<file path="src/design/smt_pkg.sv">
// Shared types and constants for the sorted multiset table.
`timescale 1ns / 1ps

package smt_pkg;

    localparam int ELEM_W = 32;

    typedef enum logic [1:0] {
        OP_INSERT = 2'd0,
        OP_REMOVE = 2'd1,
        OP_SEARCH = 2'd2,
        OP_COUNT  = 2'd3
    } op_t;

    typedef logic signed [ELEM_W-1:0] elem_t;

endpackage

</file>
<file path="src/design/smt_ram.sv">
// Element store: one write port, one read port with registered read data.
`timescale 1ns / 1ps

module smt_ram
    import smt_pkg::*;
#(
    parameter int DEPTH = 64,
    parameter int AW    = 6
)
(
    input  logic          clk,
    input  logic          we,
    input  logic [AW-1:0] waddr,
    input  elem_t         wdata,
    input  logic [AW-1:0] raddr,
    output elem_t         rdata
);

    elem_t mem [DEPTH];

    always_ff @(posedge clk)
    begin
        if (we)
        begin
            mem[waddr] <= wdata;
        end
        rdata <= mem[raddr];
    end

endmodule

</file>
<file path="src/design/sorted_multiset_table_core.sv">
// Top level: sequencer of the sorted multiset table around the element store.
`timescale 1ns / 1ps

// Bounded multiset of signed 32-bit values, held in ascending order.
// Request words come in on the s_ group: s_tuser carries the operation
// (insert, remove, search, count) and s_tdata the value. One result word per
// request leaves on the m_ group.
// A request walks the store one entry per cycle through a single read port
// and one shared signed compare:
//   insert : walks down from the top, moving each entry not smaller than the
//            value up one place; an insert into a full or empty store does not walk.
//   remove : scans from the bottom; once the value is found it runs on to the
//            top entry, closing the gap behind the removed word.
//   search : scans up to the first entry not smaller than the value.
//   count  : scans up to the first entry larger than the value.
// s_tready is high only while the sequencer is idle. A finished result is
// held in the output register; while the receiver stalls, the next request
// may still be taken, and its result waits until the previous word has gone.
// Reset empties the store at once (count cleared, contents not touched).
module sorted_multiset_table_core
    import smt_pkg::*;
#(
    parameter int CAPACITY = 64,
    localparam int AW      = $clog2(CAPACITY),
    localparam int CNT_W   = $clog2(CAPACITY + 1),
    localparam int M_W     = ((3 + 2 * CNT_W) + 7) / 8 * 8
)
(
    input  logic           clk,
    input  logic           rst_n,
    input  logic           s_tvalid,
    output logic           s_tready,
    input  logic [31:0]    s_tdata,   // value
    input  logic [1:0]     s_tuser,   // req_type
    output logic           m_tvalid,
    input  logic           m_tready,
    output logic [M_W-1:0] m_tdata    // hit, occurrences, size, empty_res, rejected
);

    typedef enum logic [2:0] {
        ST_IDLE,
        ST_INS_SCAN,
        ST_INS_LAST,
        ST_FWD_SCAN,
        ST_FINISH
    } state_t;

    localparam logic [CNT_W-1:0] CAP_CNT = CNT_W'(CAPACITY);
    localparam int PAD_W = M_W - (3 + 2 * CNT_W);

    state_t           state_reg, state_next;
    op_t              op_reg, op_next;
    elem_t            val_reg, val_next;
    logic [CNT_W-1:0] cnt_reg, cnt_next;
    logic [CNT_W-1:0] occ_reg, occ_next;
    logic [AW-1:0]    idx_reg, idx_next;
    logic             found_reg, found_next;
    logic             hit_reg, hit_next;
    logic             rej_reg, rej_next;
    logic             m_tvalid_reg, m_tvalid_next;
    logic [M_W-1:0]   m_tdata_reg, m_tdata_next;

    logic             we;
    logic [AW-1:0]    waddr;
    elem_t            wdata;
    logic [AW-1:0]    raddr;
    elem_t            rdata;

    logic             cmp_lt, cmp_eq, cmp_gt;
    logic             scan_last;
    logic [CNT_W-1:0] cnt_m1;
    logic             s_acc;

    smt_ram #(
        .DEPTH (CAPACITY),
        .AW    (AW)
    ) u_ram (
        .clk   (clk),
        .we    (we),
        .waddr (waddr),
        .wdata (wdata),
        .raddr (raddr),
        .rdata (rdata)
    );

    // shared compare of the word just read against the request value
    assign cmp_lt    = rdata < val_reg;
    assign cmp_eq    = rdata == val_reg;
    assign cmp_gt    = !cmp_lt && !cmp_eq;
    assign cnt_m1    = cnt_reg - CNT_W'(1);
    assign scan_last = {{(CNT_W - AW){1'b0}}, idx_reg} == cnt_m1;

    assign s_tready  = state_reg == ST_IDLE;
    assign s_acc     = s_tvalid && s_tready;
    assign m_tvalid  = m_tvalid_reg;
    assign m_tdata   = m_tdata_reg;

    always_comb
    begin
        state_next    = state_reg;
        op_next       = op_reg;
        val_next      = val_reg;
        cnt_next      = cnt_reg;
        occ_next      = occ_reg;
        idx_next      = idx_reg;
        found_next    = found_reg;
        hit_next      = hit_reg;
        rej_next      = rej_reg;
        m_tvalid_next = m_tvalid_reg;
        m_tdata_next  = m_tdata_reg;
        we            = 1'b0;
        waddr         = idx_reg + AW'(1);
        wdata         = rdata;
        raddr         = idx_reg + AW'(1);

        if (m_tvalid_reg && m_tready)
        begin
            m_tvalid_next = 1'b0;
        end

        case (state_reg)
            ST_IDLE:
            begin
                raddr = '0;
                if (s_acc)
                begin
                    op_next    = op_t'(s_tuser);
                    val_next   = s_tdata;
                    occ_next   = '0;
                    hit_next   = 1'b0;
                    rej_next   = 1'b0;
                    found_next = 1'b0;
                    if (op_t'(s_tuser) == OP_INSERT)
                    begin
                        if (cnt_reg == CAP_CNT)
                        begin
                            rej_next   = 1'b1;
                            state_next = ST_FINISH;
                        end
                        else if (cnt_reg == '0)
                        begin
                            we         = 1'b1;
                            waddr      = '0;
                            wdata      = s_tdata;
                            cnt_next   = CNT_W'(1);
                            hit_next   = 1'b1;
                            state_next = ST_FINISH;
                        end
                        else
                        begin
                            // walk down from the top entry
                            raddr      = cnt_m1[AW-1:0];
                            idx_next   = cnt_m1[AW-1:0];
                            state_next = ST_INS_SCAN;
                        end
                    end
                    else if (cnt_reg == '0)
                    begin
                        state_next = ST_FINISH;
                    end
                    else
                    begin
                        idx_next   = '0;
                        state_next = ST_FWD_SCAN;
                    end
                end
            end

            ST_INS_SCAN:
            begin
                we = 1'b1;
                if (!cmp_lt)
                begin
                    // move the word up one place
                    raddr = idx_reg - AW'(1);
                    if (idx_reg == '0)
                    begin
                        state_next = ST_INS_LAST;
                    end
                    else
                    begin
                        idx_next = idx_reg - AW'(1);
                    end
                end
                else
                begin
                    wdata      = val_reg;
                    cnt_next   = cnt_reg + CNT_W'(1);
                    hit_next   = 1'b1;
                    state_next = ST_FINISH;
                end
            end

            ST_INS_LAST:
            begin
                we         = 1'b1;
                waddr      = '0;
                wdata      = val_reg;
                cnt_next   = cnt_reg + CNT_W'(1);
                hit_next   = 1'b1;
                state_next = ST_FINISH;
            end

            ST_FWD_SCAN:
            begin
                idx_next = idx_reg + AW'(1);
                case (op_reg)
                    OP_REMOVE:
                    begin
                        if (found_reg)
                        begin
                            // close the gap behind the removed word
                            we    = 1'b1;
                            waddr = idx_reg - AW'(1);
                        end
                        if (found_reg || cmp_eq)
                        begin
                            found_next = 1'b1;
                            if (scan_last)
                            begin
                                cnt_next   = cnt_m1;
                                hit_next   = 1'b1;
                                state_next = ST_FINISH;
                            end
                        end
                        else if (cmp_gt || scan_last)
                        begin
                            state_next = ST_FINISH;
                        end
                    end
                    OP_SEARCH:
                    begin
                        if (cmp_eq)
                        begin
                            hit_next   = 1'b1;
                            state_next = ST_FINISH;
                        end
                        else if (cmp_gt || scan_last)
                        begin
                            state_next = ST_FINISH;
                        end
                    end
                    OP_COUNT:
                    begin
                        if (cmp_eq)
                        begin
                            occ_next = occ_reg + CNT_W'(1);
                        end
                        if (cmp_gt || scan_last)
                        begin
                            state_next = ST_FINISH;
                        end
                    end
                    default:
                    begin
                        state_next = ST_FINISH;
                    end
                endcase
            end

            ST_FINISH:
            begin
                if (!m_tvalid_reg || m_tready)
                begin
                    m_tvalid_next = 1'b1;
                    m_tdata_next  = {{PAD_W{1'b0}}, rej_reg, cnt_reg == '0,
                                     cnt_reg, occ_reg, hit_reg};
                    state_next    = ST_IDLE;
                end
            end

            default:
            begin
                state_next = ST_IDLE;
            end
        endcase
    end

    always_ff @(posedge clk or negedge rst_n)
    begin
        if (!rst_n)
        begin
            state_reg    <= ST_IDLE;
            cnt_reg      <= '0;
            m_tvalid_reg <= 1'b0;
            found_reg    <= 1'b0;
        end
        else
        begin
            state_reg    <= state_next;
            cnt_reg      <= cnt_next;
            m_tvalid_reg <= m_tvalid_next;
            found_reg    <= found_next;
        end
    end

    always_ff @(posedge clk)
    begin
        op_reg      <= op_next;
        val_reg     <= val_next;
        occ_reg     <= occ_next;
        idx_reg     <= idx_next;
        hit_reg     <= hit_next;
        rej_reg     <= rej_next;
        m_tdata_reg <= m_tdata_next;
    end

    localparam int HIT_B   = 0;
    localparam int SIZE_LO = 1 + CNT_W;
    localparam int EMPTY_B = 1 + 2 * CNT_W;
    localparam int REJ_B   = 2 + 2 * CNT_W;

    a_cnt_bound: assert property (@(posedge clk) disable iff (!rst_n)
        cnt_reg <= CAP_CNT)
        else $error("element count above capacity");

    a_full_insert: assert property (@(posedge clk) disable iff (!rst_n)
        (s_acc && op_t'(s_tuser) == OP_INSERT && cnt_reg == CAP_CNT)
            |=> (cnt_reg == $past(cnt_reg)))
        else $error("refused insert changed the count");

    a_rej_no_hit: assert property (@(posedge clk) disable iff (!rst_n)
        m_tvalid_reg |-> !(m_tdata_reg[REJ_B] && m_tdata_reg[HIT_B]))
        else $error("result both rejected and hit");

    a_empty_flag: assert property (@(posedge clk) disable iff (!rst_n)
        m_tvalid_reg |-> (m_tdata_reg[EMPTY_B] ==
                          (m_tdata_reg[SIZE_LO +: CNT_W] == '0)))
        else $error("empty flag disagrees with size");

endmodule

</file>
<file path="config.mk">
export PLATFORM = sky130hd
export DESIGN_NAME = sorted_multiset_table_core
export DESIGN_NICKNAME = d
export VERILOG_FILES = /design/src/design/smt_pkg.sv /design/src/design/smt_ram.sv /design/src/design/sorted_multiset_table_core.sv
export SDC_FILE = /design/constraint.sdc
export NUM_CORES = 2
export LEC_CHECK = 0
export BUFFER_PORTS_ARGS = -buffer_cell sky130_fd_sc_hd__buf_4
export CAP_MARGIN = 40
export CORE_MARGIN = 2
export CORE_UTILIZATION = 35
export DETAILED_ROUTE_END_ITERATION = 10
export MAX_ROUTING_LAYER = met4
export PLACE_DENSITY_LB_ADDON = 0.25
export SYNTH_ARGS = -nofsm -noshare
export SYNTH_HDL_FRONTEND = slang
export SYNTH_SLANG_ARGS = --single-unit
export TNS_END_PERCENT = 50
</file>
<file path="constraint.sdc">
create_clock -name clk -period 12.4 [get_ports clk]
set_input_delay 1.24 -clock clk [delete_from_list [all_inputs] [get_ports clk]]
set_output_delay 1.24 -clock clk [all_outputs]
set_load 0.005 [all_outputs]
</file>
# Word level (Yosys, flattened, before mapping)
# Memory sizes are Yosys's and may differ from the RTL's. A register that Yosys moved wholly into a read port is not among the register bits.
# Index checks and enable logic that the tools add are counted.
# Widths: inputs -> output; s select.
# word_totals
inputBits	38
wordCells	153
latch_bits	0
ff_bits	78
memories	1
mem_bits_rw	2048
output_inout_bits	26
romBits	0
# memory_table
memory	depth	word_bits	rd	rd_clocked_by_memory_dff	wr	line_no	rtl
u_ram.mem	64	32	1	1	1	smt_ram.sv:19	elem_t mem [DEPTH];
# classes
n_mux	78
n_mul	0
shift	0
addsub	5
div	0
n_bitwise	0
order_cmp	1
reduce_logical	25
n_eq_ne	32
# ops
operator	count
$mux 32	5
$mux 6	18
$pmux 32 s3	1
$mux 7	11
$mux 3	12
$pmux 6 s3	2
$eq 32x32->1	1
$lt 32x32->1	1
$pmux 7 s4	1
$ne 3x3->1 const B	7
$mux 1	20
$ne 2x2->1 const B	9
$pmux 3 s5	1
$add 7x1->7 const B	2
$pmux 7 s2	1
$reduce_and 7->1	2
$pmux 6 s2	1
$reduce_and 4->1	3
$pmux 3 s3	1
$reduce_and 9->1	1
$ne 2x1->1 const B	4
$eq 6x7->1	1
$eq 7x7->1 const B	1
$logic_not 7->1	1
other kinds (24)	34

# Longest topological paths before layout
# depth
word_depth	8
ltp_mapped	16
depth_no_buf	12

# Hierarchy
# A second synthesis with hierarchy kept.
# unflattened
cells_unflattened	4096
area_unflattened_um2	84766.3
# by_module_without_submodules
mod	seq_area_each_um2	area_each_um2	cells_per_inst	n_inst
smt_ram	62139.6	79039.6	3511	1
sorted_multiset_table_core	2282.2	5726.7	585	1

# Least setup slack after synthesis
# OpenSTA, ideal clock, no wires.
# synth_path
path_type	input port to flip-flop
startpoint	in s_tuser[1]
endpoint	mem u_ram.mem[0][31] (netlist name) (data pin)
slack_ps	6851
t_required_ps	11698
arrival_ps	4847
setup_ps	702
path_buffers	1
path_stages	6
cell_sequence	nor2_1 -> nand2_1 -> nor2_1 -> clkbuf_1 -> a2bb2oi_1 -> o21ai_0
# synth_between
elab_chain_len	4
# synth_rtl
item	line_no	rtl
from (decl)	sorted_multiset_table_core.sv:34	input logic [1:0] s_tuser,
$logic_not 2->1	sorted_multiset_table_core.sv:133	if (op_t'(s_tuser) == OP_INSERT)
$mux 32	sorted_multiset_table_core.sv:133	
$mux 32	sorted_multiset_table_core.sv:125	if (s_acc)
$pmux 32 s3	sorted_multiset_table_core.sv:121	case (state_reg)
named net u_ram.wdata[31]	smt_ram.sv:14	input elem_t wdata,
to (decl)	smt_ram.sv:19	
# The timed path passes the listed nets, and every way through them passes these cells.

# Worst setup path after layout
# layout_path
startpoint	reg cnt_reg[0]
endpoint	reg u_ram.rdata[10] (read register of u_ram.mem)
# layout_between
elab_chain_len	6
elab_cells_between_ends	8
cone_classes	1 x add/sub; 1 x eq/ne; 5 x mux; 1 x reduce/logical
# layout_rtl
item	line_no	rtl
from (decl)	sorted_multiset_table_core.sv:54	logic [CNT_W-1:0] cnt_reg, cnt_next;
from (signal assigned)	sorted_multiset_table_core.sv:291	cnt_reg <= cnt_next;
$sub 7x1->7 / $logic_not 7->1 (equally long branches)	sorted_multiset_table_core.sv:90, sorted_multiset_table_core.sv:140	
$mux 6	sorted_multiset_table_core.sv:140	else if (cnt_reg == '0)
$mux 6 (*)	sorted_multiset_table_core.sv:135	if (cnt_reg == CAP_CNT)
$mux 6 (*)	sorted_multiset_table_core.sv:133	
$mux 6 (*)	sorted_multiset_table_core.sv:125	
$pmux 6 s2 (*)	sorted_multiset_table_core.sv:121	
to (decl)	smt_ram.sv:16	output elem_t rdata
# Mark *: on every way between the ends. The rest lies on a longest branch, timed or not.
# A chain may end at the register's enable or synchronous reset.

==> summary.md <==
| Metric | Value |
|---|---|
| Fillers | 20800 |
| Vias per cell | 5.61 |
| Crit path time final | 6130 ps |
| Final nets | 4188 |
| Die width | 493 um |
| Die ar. | 243000 um2 |
| Setup TNS | 0 ps |
| Worst hold-check path type | primary input to async pin |
| R2R Path End | u_ram.rdata[10] |
| Detailed Place HPWL | 135000 um |
| Worst Tran Pin Value | 1040 ps |
| Critical R2R Launch | cnt_reg[0] |
| CP Class | flop to flop |
| DR DRC count | 0 |
| CP Data Arrival Time | 6900 ps |
| Max-Cap Viols | 0 |
| Final period util | 49.4% |
| Total via count in the routed design | 41900 |
| Max-slew violations | 0 |
| R2R setup slack | 6270 ps |
| Post-Syn Area | 83600 um2 |
| Multi-input gate area | 18400 um2 |
| Layout Cells excl Fill | 7476 |
| Port buffer count | 56 |
| Gate Count Post-Synth | 3880 |
| Final Skew | 50.2 ps |
| CTS Hold Bufs | 0 |
| Share of layout cells above drive strength 1 | 27.3% |
| Die height | 493 um |
| Hold Slack | 230 ps |
| Most frequent CP cell | buf_12 |
| Ys flop type | edfxtp_1 |
| Worst-Skew Late Latency | 880 ps |
| CTS tree | done |
| Num Clock Sinks | 2158 |
| Routed wire length | 239000 um |
| Setup Buffers After CTS | 0 |
| I/O pin total | 64 |
| #FFs+latches synth | 2158 |
| Clk slew on worst S/H paths | 60 ps |
| Largest net degree at the start of global routing | 118 |
| Initial antenna violation count | 25 |
| Row count | 179 |
| CP Data Required Time | 13170 ps |
| Register area share after synthesis | 77.1% |
| FMAX | 163 MHz |
| Global-route wire length before repair | 334000 um |
| Number of synthesized flops with an enable pin | 2114 |
| CTS root buffer | clkbuf_16 |
| Wire length per cell | 32.0 um |
| Synth unique cells | 72 |
| FF-to-FF path depth | 12 |
| DP Cell Count | 7058 |
| Final core utilization | 40.5% |
| Placer congestion estimate | 0.895 |
| Crit path largest cell delay | 760 ps |
| Asr flop ratio synth | 0.556% |
| DR pass1 iterations | 8 |
| H-tree levels | 4 |
| Largest register FFs | 2048 |
| Status | finished clean |
| Avg Synthesized Cell Area | 21.5 um2 |
| Routed Antenna Nets | 0 |
| Reg area | 64400 um2 |
| Clock buffer depth | 3 |
| PostCTS Resize Cnt | 0 |
| Worst-path fanout max | 87 |
| Initial cell density of the core | 35.2% |
| DRT iter0 DRCs | 5188 |
| Critical-path top delay cell | a22oi_1 |
| Final Setup Violations | 0 |
| Critical Path End Type | flop |
| Worst Setup Start Kind | flop |
| Core area | 238000 um2 |
| Total track usage | 20.1% |
| Vias in the first global route | 41700 |
| Synth-to-layout area growth | 15.3% |
| Unrepaired setup endpoints after global routing | no |
| Worst path cell trace | inv_1, ha_1, or3b_4, or3_1, a41oi_4, buf_12, buf_12, buf_12, mux4_2, a22oi_1, nand3b_1, and4_1 |
| Slew margin rel. | 31.0% |
| Yosys warnings | 0 |
| Total CTS buffers | 219 |
| Gr ovfl total | 0 |
| Final Hold Viols | 0 |
==> layer usage <==
metal | wire length [um] | track usage [%] | part of all wire [%]
met5 | 0 | - | 0
met4 | 7080 | 6.05 | 3.0
met3 | 16200 | 2.74 | 6.8
met2 | 115000 | 31.5 | 48
met1 | 101000 | 27.4 | 42
==> kinds of logic after synthesis <==
kind of cell | share of synthesized area (%)
flops | 77.1
buf+inv | 1.63
mux | 14.2
simple gates | 2.57
compound gates | 3.63
other cells | 0.00449
xor+xnor | 0.293
fa+ha+maj | 0.554
==> Yosys cell counts (7+ instances only) <==
cell | n | area (um2)
mux4_2 | 509 | 11500
o211ai_1 | 34 | 255
and4_1 | 32 | 280
inv_1 | 77 | 289
o21ai_0 | 22 | 110
a211oi_1 | 33 | 248
nand3_1 | 49 | 245
dfxtp_1 | 32 | 641
nor3_1 | 14 | 70.1
nor2_1 | 108 | 405
buf_4 | 13 | 97.6
ha_1 | 37 | 463
or2_2 | 7 | 43.8
a22oi_1 | 197 | 1480
nand3b_1 | 65 | 488
edfxtp_1 | 2114 | 63500
o22ai_1 | 12 | 75.1
buf_1 | 18 | 67.6
dfrtp_1 | 12 | 300
clkbuf_1 | 86 | 323
xnor2_1 | 14 | 123
and3_1 | 7 | 43.8
a21oi_1 | 31 | 155
nand2_1 | 69 | 259
xor2_1 | 14 | 123
mux2i_1 | 33 | 330
buf_2 | 108 | 541
a222oi_1 | 30 | 300
nand4_1 | 9 | 56.3
nand2b_1 | 11 | 68.8
==> worst max path at each step <==
stage          depth (start not counted)                to  slack, ps       start
2_1_floorplan                          6  u_ram.mem[0][31]       6850  s_tuser[1]
6_report                              12   u_ram.rdata[10]       6270  cnt_reg[0]
3_5_place_dp                          12   u_ram.rdata[10]       6100  cnt_reg[0]
5_1_grt                               12   u_ram.rdata[10]       5970  cnt_reg[0]
4_1_cts                               12   u_ram.rdata[10]       6120  cnt_reg[0]
3_3_place_gp                          12   u_ram.rdata[25]       5780    s_tvalid
==> worst max-delay path: cells and delay by family (launching register included) <==
| family | cells | cell delay [ps] |
|---|---|---|
| muxes | 1 | 600 |
| DFF | 1 | 530 |
| AOI/OAI and AO/OA | 2 | 1070 |
| adders and majority gates | 1 | 220 |
| and+or+nand+nor | 4 | 1570 |
| buffers and inverters | 4 | 1780 |
==> placed cells by master (no fill, tap or decap), drive strengths merged, types with 14 or more instances in the layout <==
master	count
a22oi	197
edfxtp	2114
clkbuf	280
inv	83
a211oi	34
nand3b	65
buf	235
bufinv	17
nor2	108
o211ai	35
mux4	512
clkinv	97
nor3	15
xor2	14
a21oi	34
ha	37
o21ai	24
mux2i	33
nand2	69
dfxtp	32
nand3	50
xnor2	14
a222oi	30
and4	32
==> cell type report <==
type | instances | area share, %
clock inverter | 127 | 1.28
antenna | 10 | 0.0260
timing repair buffer | 235 | 2.28
multi-input combinational | 1422 | 19.1
clock buffer | 280 | 5.99
tap | 3167 | 4.11
sequential | 2158 | 66.9
inverter | 77 | 0.300
==> through the flow <==
step | instance area, um2 | setup slack, ps
final | 96300 | 6270
after global routing | 96300 | 5970
after CTS | 96300 | 6120
after detailed placement | 89300 | 6100
after global placement | 88700 | 5780
after floorplan | 83600 | 6850
Power is not shown: default switching activity piles up to over one toggle a cycle in this logic, so the estimate is an artifact.
